File: src/tcps_pkg.sv
// tcps_pkg: shared types, codes and sizes for the timed command playback sequencer
// no dependencies; imported by every module of the block except tcps_ram
package tcps_pkg;

  // list storage
  localparam int LIST_DEPTH = 32;
  localparam int COUNT_W    = $clog2(LIST_DEPTH + 1);
  localparam int ADDR_W     = (LIST_DEPTH > 1) ? $clog2(LIST_DEPTH) : 1;

  // field widths
  localparam int OP_W      = 3;
  localparam int CMD_W     = 3;
  localparam int SLOT_W    = 16;
  localparam int ELAPSED_W = 17;

  localparam logic [ELAPSED_W-1:0] ELAPSED_MAX = {ELAPSED_W{1'b1}};
  localparam logic [SLOT_W-1:0]    SLOT_RESET  = 16'd1000;
  localparam logic [CMD_W-1:0]     CMD_STOP    = 3'd4;

  // input op codes
  localparam logic [OP_W-1:0] OP_CLEAR  = 3'd0;
  localparam logic [OP_W-1:0] OP_ADD    = 3'd1;
  localparam logic [OP_W-1:0] OP_PLAY   = 3'd2;
  localparam logic [OP_W-1:0] OP_STOP   = 3'd3;
  localparam logic [OP_W-1:0] OP_SINGLE = 3'd4;
  localparam logic [OP_W-1:0] OP_TICK   = 3'd5;

  typedef enum logic [1:0] {
    MODE_IDLE,
    MODE_PLAY,
    MODE_SINGLE,
    MODE_SINGLE_RUN
  } mode_t;

  // what an accepted word produces
  typedef enum logic [1:0] {
    RES_NONE,
    RES_DIRECT,
    RES_MEM
  } res_t;

  typedef enum logic [1:0] {
    ST_IDLE,
    ST_FETCH,
    ST_HOLD
  } state_t;

  typedef struct packed {
    logic apply;
    logic load_mem;
  } ctrl_cmd_t;

  typedef struct packed {
    res_t res;
  } dp_status_t;

endpackage

File: src/tcps_ram.sv
// tcps_ram: generic single write port ram with registered read
// no dependencies
module tcps_ram #(
  parameter int WIDTH  = 8,
  parameter int DEPTH  = 16,
  parameter int ADDR_W = (DEPTH > 1) ? $clog2(DEPTH) : 1
) (
  input  logic              clk,
  input  logic              we,
  input  logic [ADDR_W-1:0] waddr,
  input  logic [WIDTH-1:0]  wdata,
  input  logic [ADDR_W-1:0] raddr,
  output logic [WIDTH-1:0]  rdata
);

  logic [WIDTH-1:0] mem [DEPTH];

  always_ff @(posedge clk) begin
    if (we) begin
      mem[waddr] <= wdata;
    end
    rdata <= mem[raddr];
  end

endmodule

File: src/tcps_ctrl.sv
// tcps_ctrl: handshake controller for the sequencer
// depends on tcps_pkg; drives tcps_dp through ctrl_cmd_t
module tcps_ctrl (
  input  logic                clk,
  input  logic                rst,
  input  logic                in_valid,
  output logic                in_ready,
  output logic                out_valid,
  input  logic                out_ready,
  input  tcps_pkg::dp_status_t status,
  output tcps_pkg::ctrl_cmd_t  cmd
);
  import tcps_pkg::*;

  state_t state, state_next;

  always_ff @(posedge clk) begin
    if (rst) begin
      state <= ST_IDLE;
    end else begin
      state <= state_next;
    end
  end

  always_comb begin
    state_next   = state;
    in_ready     = 1'b0;
    out_valid    = 1'b0;
    cmd.apply    = 1'b0;
    cmd.load_mem = 1'b0;
    unique case (state)
      ST_IDLE: begin
        in_ready  = 1'b1;
        cmd.apply = in_valid;
        if (in_valid) begin
          unique case (status.res)
            RES_DIRECT: state_next = ST_HOLD;
            RES_MEM:    state_next = ST_FETCH;
            default:    state_next = ST_IDLE;
          endcase
        end
      end
      ST_FETCH: begin
        // list entry arrives from the ram this cycle
        cmd.load_mem = 1'b1;
        state_next   = ST_HOLD;
      end
      ST_HOLD: begin
        out_valid = 1'b1;
        if (out_ready) begin
          state_next = ST_IDLE;
        end
      end
      default: state_next = ST_IDLE;
    endcase
  end

endmodule

File: src/tcps_dp.sv
// tcps_dp: list, play state, tick counter and result register of the sequencer
// depends on tcps_pkg and tcps_ram; controlled by tcps_ctrl
module tcps_dp (
  input  logic                        clk,
  input  logic                        rst,
  input  logic                        cfg_we,
  input  logic [tcps_pkg::SLOT_W-1:0] cfg_wdata,
  input  logic [tcps_pkg::OP_W-1:0]   op,
  input  logic [tcps_pkg::CMD_W-1:0]  command_code,
  input  tcps_pkg::ctrl_cmd_t         cmd,
  output tcps_pkg::dp_status_t        status,
  output logic [tcps_pkg::CMD_W-1:0]  drive_command,
  output logic                        run_finished
);
  import tcps_pkg::*;

  logic [SLOT_W-1:0]    slot_ticks;
  logic [COUNT_W-1:0]   stored_count, stored_count_next;
  logic [COUNT_W-1:0]   play_position, play_position_next;
  mode_t                run_mode, run_mode_next;
  logic [CMD_W-1:0]     single_command, single_command_next;
  logic [ELAPSED_W-1:0] elapsed_ticks, elapsed_ticks_next;
  logic [CMD_W-1:0]     res_cmd;
  logic                 res_fin;
  res_t                 res;
  logic                 ram_we;
  logic [CMD_W-1:0]     ram_rdata;
  logic [ELAPSED_W-1:0] elapsed_inc;
  logic                 expire;
  logic                 has_entry;

  assign elapsed_inc = (elapsed_ticks == ELAPSED_MAX) ? elapsed_ticks
                                                      : elapsed_ticks + 1'b1;
  assign expire      = elapsed_inc > {1'b0, slot_ticks};
  assign has_entry   = play_position < stored_count;

  always_comb begin
    stored_count_next   = stored_count;
    play_position_next  = play_position;
    run_mode_next       = run_mode;
    single_command_next = single_command;
    elapsed_ticks_next  = elapsed_ticks;
    res                 = RES_NONE;
    res_cmd             = CMD_STOP;
    res_fin             = 1'b0;
    ram_we              = 1'b0;
    unique case (op)
      OP_CLEAR: stored_count_next = '0;
      OP_ADD: begin
        if (stored_count < COUNT_W'(LIST_DEPTH)) begin
          ram_we            = 1'b1;
          stored_count_next = stored_count + 1'b1;
        end
      end
      OP_PLAY: begin
        elapsed_ticks_next = ELAPSED_MAX;
        play_position_next = '0;
        run_mode_next      = MODE_PLAY;
      end
      OP_STOP: begin
        run_mode_next = MODE_IDLE;
        res           = RES_DIRECT;
      end
      OP_SINGLE: begin
        elapsed_ticks_next  = ELAPSED_MAX;
        run_mode_next       = MODE_SINGLE;
        single_command_next = command_code;
      end
      OP_TICK: begin
        if (!expire) begin
          elapsed_ticks_next = elapsed_inc;
        end else begin
          elapsed_ticks_next = '0;
          unique case (run_mode)
            MODE_PLAY: begin
              if (has_entry) begin
                play_position_next = play_position + 1'b1;
                res                = RES_MEM;
              end else begin
                run_mode_next = MODE_IDLE;
                res           = RES_DIRECT;
                res_fin       = 1'b1;
              end
            end
            MODE_SINGLE: begin
              run_mode_next = MODE_SINGLE_RUN;
              res           = RES_DIRECT;
              res_cmd       = single_command;
            end
            MODE_SINGLE_RUN: begin
              run_mode_next = MODE_IDLE;
              res           = RES_DIRECT;
              res_fin       = 1'b1;
            end
            default: ;
          endcase
        end
      end
      default: ;
    endcase
  end

  assign status.res = res;

  always_ff @(posedge clk) begin
    if (rst) begin
      slot_ticks     <= SLOT_RESET;
      stored_count   <= '0;
      play_position  <= '0;
      run_mode       <= MODE_IDLE;
      single_command <= '0;
      elapsed_ticks  <= '0;
    end else begin
      if (cfg_we) begin
        slot_ticks <= cfg_wdata;
      end
      if (cmd.apply) begin
        stored_count   <= stored_count_next;
        play_position  <= play_position_next;
        run_mode       <= run_mode_next;
        single_command <= single_command_next;
        elapsed_ticks  <= elapsed_ticks_next;
      end
    end
  end

  // result register
  always_ff @(posedge clk) begin
    if (cmd.apply && res == RES_DIRECT) begin
      drive_command <= res_cmd;
      run_finished  <= res_fin;
    end else if (cmd.load_mem) begin
      drive_command <= ram_rdata;
      run_finished  <= 1'b0;
    end
  end

  // read port follows the play position, so the entry is captured at the accepting edge
  tcps_ram #(
    .WIDTH (CMD_W),
    .DEPTH (LIST_DEPTH)
  ) u_ram (
    .clk   (clk),
    .we    (cmd.apply && ram_we),
    .waddr (stored_count[ADDR_W-1:0]),
    .wdata (command_code),
    .raddr (play_position[ADDR_W-1:0]),
    .rdata (ram_rdata)
  );

endmodule

File: src/timed_command_playback_sequencer.sv
// timed_command_playback_sequencer: top level of the command recorder and player
// depends on tcps_pkg, tcps_ctrl, tcps_dp (which holds tcps_ram)
//
// usage
//   input channel (in_valid/in_ready, op, command_code) takes one word per op:
//   clear, add, play, stop, run single or tick. output channel (out_valid/out_ready,
//   drive_command, run_finished) carries at most one word per input word
//   cfg_we/cfg_wdata write slot_ticks in one cycle; write only while idle
// timing
//   a word that gives no result is taken in one cycle and in_ready stays high
//   a stop op, or a tick that ends a slot in single mode or at the end of the list,
//   shows its result the cycle after acceptance
//   a tick that plays a list entry takes one more cycle for the registered ram read
//   so its result appears two cycles after acceptance
//   the block handles one word at a time: in_ready is low from acceptance of a word
//   with a result until that result is taken, so a word with a result costs
//   2 or 3 cycles plus any receiver stall
// reset
//   rst (synchronous) empties the list, goes idle, clears the tick counter and
//   sets slot_ticks to 1000; list contents are left as they are
// stalls
//   while out_ready is low the result is held steady and no input is taken
module timed_command_playback_sequencer (
  input  logic                        clk,
  input  logic                        rst,
  // configuration
  input  logic                        cfg_we,
  input  logic [tcps_pkg::SLOT_W-1:0] cfg_wdata,
  // input words
  input  logic                        in_valid,
  output logic                        in_ready,
  input  logic [tcps_pkg::OP_W-1:0]   op,
  input  logic [tcps_pkg::CMD_W-1:0]  command_code,
  // result words
  output logic                        out_valid,
  input  logic                        out_ready,
  output logic [tcps_pkg::CMD_W-1:0]  drive_command,
  output logic                        run_finished
);
  import tcps_pkg::*;

  ctrl_cmd_t  cmd;
  dp_status_t status;

  // handshake sequencing
  tcps_ctrl u_ctrl (
    .clk       (clk),
    .rst       (rst),
    .in_valid  (in_valid),
    .in_ready  (in_ready),
    .out_valid (out_valid),
    .out_ready (out_ready),
    .status    (status),
    .cmd       (cmd)
  );

  // list, mode, tick counter and result register
  tcps_dp u_dp (
    .clk           (clk),
    .rst           (rst),
    .cfg_we        (cfg_we),
    .cfg_wdata     (cfg_wdata),
    .op            (op),
    .command_code  (command_code),
    .cmd           (cmd),
    .status        (status),
    .drive_command (drive_command),
    .run_finished  (run_finished)
  );

endmodule

File: config.mk
export PLATFORM = sky130hd
export DESIGN_NAME = timed_command_playback_sequencer
export DESIGN_NICKNAME = d
export VERILOG_FILES = /design/src/tcps_pkg.sv /design/src/tcps_ram.sv /design/src/tcps_ctrl.sv /design/src/tcps_dp.sv /design/src/timed_command_playback_sequencer.sv
export SDC_FILE = /design/constraint.sdc
export NUM_CORES = 1
export LEC_CHECK = 0
export BUFFER_PORTS_ARGS = -buffer_cell sky130_fd_sc_hd__buf_4
export CAP_MARGIN = 15
export CORE_MARGIN = 3
export CORE_UTILIZATION = 40
export CTS_CLUSTER_SIZE = 12
export DETAILED_ROUTE_END_ITERATION = 10
export PLACE_DENSITY = 0.68
export SYNTH_ARGS = -nofsm -noshare
export SYNTH_HDL_FRONTEND = slang
export SYNTH_HIERARCHICAL = 1
export SYNTH_SLANG_ARGS = --single-unit
File: constraint.sdc
create_clock -name clk -period 6.9 [get_ports clk]
set_input_delay 1.035 -clock clk [delete_from_list [all_inputs] [get_ports clk]]
set_output_delay 1.035 -clock clk [all_outputs]
set_load 0.02 [all_outputs]
Yosys cells after proc, flatten, opt, wreduce, memory -nomap -nowiden
Memories as Yosys holds them, arrays and structs flattened. A register that Yosys moved wholly into a read port is not among the register bits.
Cells that the tools add are included.
Widths: inputs -> output; s select.
{"block": "totals", "reg_bits": 56, "ramBits": 96, "output_inout_bits": 6, "mem_count": 1}
{"name": "u_dp.u_ram.mem", "words": 32, "word_bits": 3, "rd": 1, "rd_clocked_by_memory_dff": 1, "wr": 1, "line": "tcps_ram.sv:16", "text": "logic [WIDTH-1:0] mem [DEPTH];"}
{"block": "classes", "add_sub_neg": 3, "n_lt_le_gt_ge": 3, "eq_ne": 21, "n_mux": 40, "n_reduce_logical": 17}
{"operator": "$mux 17", "count": 2}
{"operator": "$pmux 17 s2", "count": 1}
{"operator": "$mux 6", "count": 4}
{"operator": "$pmux 6 s2", "count": 2}
{"operator": "$add 17x1->17 const B", "count": 1}
{"operator": "$eq 17x17->1 const B", "count": 1}
{"operator": "$gt 17x16->1", "count": 1}
{"operator": "$mux 3", "count": 5}
{"operator": "$mux 1", "count": 13}
{"operator": "$add 6x1->6 const B", "count": 2}
{"operator": "$mux 2", "count": 6}
{"operator": "$pmux 2 s2", "count": 3}
{"operator": "$pmux 2 s3", "count": 2}
{"operator": "$reduce_and 5->1", "count": 2}
{"operator": "$eq 2x2->1 const B", "count": 4}
{"operator": "$ne 2x1->1 const B", "count": 4}
{"operator": "$pmux 2 s4", "count": 1}
{"operator": "$reduce_bool 2->1", "count": 4}
{"operator": "$eq 2x1->1 const B", "count": 3}
{"operator": "$eq 3x2->1 const B", "count": 2}
{"operator": "$eq 3x3->1 const B", "count": 2}
{"operator": "$lt 6x6->1", "count": 1}
{"operator": "$lt 6x6->1 const B", "count": 1}
{"operator": "$reduce_and 2->1", "count": 3}
{"operator": "other kinds (11)", "count": 14}

Longest topological paths before layout
{"block": "logic_depth", "word_depth": 9, "depth_mapped": 17}

Cells and area by module
Netlist, hierarchy kept.
{"mod": "tcps_ram", "instances": 1, "cells_each": 185, "area_per_inst_um2": 3916.3, "seq_area_each_um2": 2942.8}
{"mod": "tcps_dp", "instances": 1, "cells_each": 400, "area_per_inst_um2": 3259.4, "seq_area_each_um2": 1121.1}
{"mod": "tcps_ctrl", "instances": 1, "cells_each": 11, "area_per_inst_um2": 107.6, "seq_area_each_um2": 40.0}

Worst setup path before layout
Ideal clock, no wire load.
{"block": "synth_timing", "path_kind": "register to register", "start": "reg u_dp.elapsed_ticks[1]", "end": "reg u_dp/drive_command[2] (netlist name) (data pin)", "t_arrival_ns": 3.706, "required_time_ns": 6.638, "setup_slack_ns": 2.932, "stages_incl_launch_ff": 15, "path_buffers": 0, "synth_period_minus_slack_ns": 3.968, "path_cell_list": "dfxtp_1 -> ha_1 -> and4_1 -> nand4_1 -> nor3_2 -> nand3b_1 -> xnor2_1 -> ha_1 -> a211oi_1 -> nor2_1 -> a2111o_1 -> a211oi_4 -> nand4_1 -> o21ai_2 -> mux2_1"}
{"block": "synth_between", "elab_chain_len": 8}
{"item": "start: declaration", "line": "tcps_dp.sv:22", "text": "logic [ELAPSED_W-1:0] elapsed_ticks, elapsed_ticks_next;"}
{"item": "start signal: assignment", "line": "tcps_dp.sv:122", "text": "elapsed_ticks <= elapsed_ticks_next;"}
{"item": "$add 17x1->17 / $eq 17x17->1 (equally long branches)", "line": "tcps_dp.sv:33, tcps_dp.sv:32"}
{"item": "$mux 17 (*)", "line": "tcps_dp.sv:32", "text": "assign elapsed_inc = (elapsed_ticks == ELAPSED_MAX) ? elapsed_ticks"}
{"item": "$gt 17x16->1 (*)", "line": "tcps_dp.sv:34", "text": "assign expire = elapsed_inc > {1'b0, slot_ticks};"}
{"item": "$mux 2", "line": "tcps_dp.sv:70", "text": "if (!expire) begin"}
{"item": "$pmux 2 s2", "line": "tcps_dp.sv:47", "text": "unique case (op)"}
{"item": "$eq 2x1->1", "line": "tcps_dp.sv:129", "text": "if (cmd.apply && res == RES_DIRECT) begin"}
{"item": "$logic_and 1x1->1", "line": "tcps_dp.sv:129"}
{"item": "$mux 3 (*)", "line": "tcps_dp.sv:129"}
{"item": "end signal: assignment", "line": "tcps_dp.sv:130", "text": "drive_command <= res_cmd;"}
{"item": "end signal: assignment", "line": "tcps_dp.sv:133", "text": "drive_command <= ram_rdata;"}
{"item": "end: declaration", "line": "tcps_dp.sv:12", "text": "output logic [tcps_pkg::CMD_W-1:0] drive_command,"}
Mark *: on every way between the ends. The rest lies on a longest branch, timed or not.
A chain may end at the register's enable or synchronous reset.

Final worst setup path
Same ends and word-level chain as after synthesis.

==> results.py <==
metrics = {
    "outcome": {
        "status": "finished clean",
    },
    "timing": {
        "tightest_slew_ns": 0.912,
        "setup_viol": 0,
        "setup_tns_ns": 0,
        "clock-skew-final_ns": 0.00895,
        "max_freq_mhz": 216,
        "period_needed_ns": 4.63,
        "final_hold_viol_count": 0,
        "period_share_pct": 67.1,
        "rsz0062_at_grt": "false",
        "max_slew_margin_pct": 39.0,
        "maxSlewViolCount": 0,
    },
    "power": {
        "ir_worst_vdd_mv": 0.184,
        "powerDensity_nw_per_um2": 252,
        "p_leak_nw": 2.97,
    },
    "synthesis": {
        "synth.most_common_cell": "edfxtp_1",
        "post-synth-top-area-fraction_pct": 41.2,
        "ys_warn_count": 6,
        "synthesis.instances": 596,
        "synth_top_area_cell": "edfxtp_1",
        "yosysSeqAreaShare_pct": 56.3,
        "syn_area_um2": 7280,
        "synth_top_flop_cell": "edfxtp_1",
        "ys_ff_latch": 155,
        "synth_area_per_cell_um2": 12.2,
        "synth_fp_nets": 647,
        "synth_edf_count": 100,
        "synthTopCellsByCount": "100 x edfxtp_1, 86 x nor2_1, 55 x dfxtp_1",
        "yosysUniqueCellTypes": 59,
        "async_flop_share_pct": 0,
        "netlist_top_cells_area": "edfxtp_1 41%, dfxtp_1 15%, mux4_2 9.0%, nor2_1 4.4%, ha_1 4.1%",
    },
    "cts": {
        "cts.sinks": 155,
        "cts_hold_buffers": 0,
        "cts_tree": "yes",
        "insertion_delay_ns": 0.42,
        "clock-root-buffer": "clkbuf_16",
        "numCtsBuffers": 17,
        "cts_buffer_depth": 2,
        "post_cts_buffers": 0,
        "htree_levels": 4,
        "cts.repair.resized": 0,
        "clk_pin_slew_worst_paths_ns": 0.07,
    },
    "floorplan": {
        "die-area_um2": 19900,
        "start_util_pct": 41.5,
        "design.portCount": 33,
        "coreArea_um2": 17500,
        "die-width_um": 141,
        "num_rows": 48,
        "fp.dieH_um": 141,
    },
    "global_routing": {
        "grt_start_max_net_pins": 34,
        "grt_pass1_vias": 4842,
        "grt_pass1_wl_um": 24700,
        "antenna_found_initial": 0,
        "grt.total_usage_pct": 15.7,
        "grt.overflow.total": 0,
    },
    "cells_and_area": {
        "diodes": 0,
        "final_cell_area_um2": 8310,
        "n_fill_cell": 1557,
        "area_growth_syn_to_layout_pct": 14.1,
        "nNetsFinal": 676,
        "drive_gt1_share_pct": 18.7,
    },
    "detailed_routing": {
        "drc": 0,
        "routed_wl_um": 15100,
        "wire_per_inst_um": 17.5,
        "ant_nets": 0,
        "drtIter0Drc": 452,
        "vias": 4803,
        "via_per_inst": 5.57,
        "dr.pass1.iters": 6,
    },
    "min_path": {
        "hold_class": "register to register",
    },
    "setup_path": {
        "cp.arrival_ns": 4.81,
        "critical_path_required_ns": 7.08,
        "crit_fanout": 27,
        "rrSetupSlack_ns": 2.27,
        "setup.worst_path.class": "register to register",
        "cp-start-kind": "register",
        "end_kind": "register",
    },
    "place": {
        "placed_cell_area_um2": 7710,
        "gp_congestion": 0.935,
        "hpwl_um": 10500,
        "portBuffers": 32,
    },
    "flow_run": {
        "max_cap_viol_count": 0,
    },
}
## path summary, 6_finish.rpt
path / start / cells past startpoint / end
worst max-delay path: u_dp/elapsed_ticks[1] / 15 / u_dp/drive_command[2]
worst min-delay path: u_dp/single_command[2] / 2 / u_dp/single_command[2]
worst max register to register: u_dp/elapsed_ticks[1] / 15 / u_dp/drive_command[2]
worst min register to register: u_dp/single_command[2] / 2 / u_dp/single_command[2]
## power breakdown
part | leakage [nW] | switching [mW] | internal (mW)
clock network | 0.301 | 0.400 | 0.550
registers | 1.35 | 0.0147 | 1.00
logic | 1.32 | 0.0786 | 0.0505
total | 2.97 | 0.494 | 1.60
## metrics by stage
step / util [%] / power (mW) / worst slack, ns / std cells / hold slack (ns)
2_1_floorplan: - / 1.12 / 2.93 / 596 / 0.453
3_3_place_gp: 44.0 / 1.16 / 2.54 / 831 / 0.470
3_5_place_dp: 44.0 / 1.16 / 2.36 / 831 / 0.478
4_1_cts: 47.4 / 2.11 / 2.34 / 863 / 0.496
5_1_grt: 47.4 / 2.17 / 1.91 / 863 / 0.519
6_report: 47.4 / 2.09 / 2.27 / 863 / 0.491
## per-layer routing
layer,vias up,track usage (%),part of all wire (%)
li1,2293,-,-
met3,20,3.46,4.8
met4,0,5.46,1.6
met2,149,27.1,51
met5,-,0,0
met1,2341,19.6,43
## registers in the layout (all words and copies together) (netlist names), 3 cells and up
signal and cells:
u_dp/stored_count 6, u_dp/elapsed_ticks 17, u_dp/drive_command 3, u_dp/single_command 3, u_dp/slot_ticks 16, u_dp/u_ram/mem 96
u_dp/u_ram/rdata 3, u_dp/play_position 6
## layout make-up
class | instances | area [µm²] | share of cell area, %
clock buffer | 18 | 429 | 5.16
clock inverter | 14 | 173 | 2.08
inverter | 29 | 109 | 1.31
multi-input combinational | 387 | 2950 | 35.5
sequential | 155 | 4100 | 49.4
tap | 225 | 282 | 3.39
timing repair buffer | 35 | 263 | 3.16
## cells by family after synthesis
group / count (synthesis) / synth area share, %
AO/OA/AOI/OAI: 89 / 7.85
XOR/XNOR: 17 / 2.04
adder cells (fa/ha/maj): 24 / 4.12
buffers and inverters: 54 / 3.11
flip-flops: 155 / 56.3
multiplexers: 52 / 12.5
AND/OR/NAND/NOR: 205 / 14.1
## layout by cell type (no fill, tap or decap), types with 2 or more instances in the layout
master     instances
nand4_1           15
a31o_2             2
o21ai_0           26
o21a_1             3
mux4_2            29
ha_1              24
xnor2_1           11
o21ai_1            2
inv_6              4
dfxtp_1           55
nand3_1           14
inv_8              6
inv_1             29
and3_1             7
a22o_1             2
nor2b_1            5
or3b_2             3
nand4b_1           2
nor3_1             9
buf_4             35
clkbuf_16         17
or3_1              3
clkinv_2           2
nand3b_1          12
bufinv_16          2
mux2i_1           15
nor2_1            86
and2_1             2
o211ai_1           6
and4_1             4
a41oi_1            2
a21oi_1           30
xor2_1             6
a211oi_1           5
mux2_2             6
nand2_1           32
edfxtp_1         100
## critical path, stage by stage, from the launching register on
cell,delay (ns)
dfxtp_1,0.48
ha_1,0.28
and4_1,0.29
nand4_1,0.19
nor3_2,0.54
nand3b_1,0.20
xnor2_1,0.15
ha_1,0.28
a211oi_1,0.28
nor2_1,0.08
a2111o_1,0.43
a211oi_4,0.21
buf_4,0.32
nand4_1,0.16
o21ai_2,0.14
mux2_1,0.34
(Power assumes the default switching activity.)
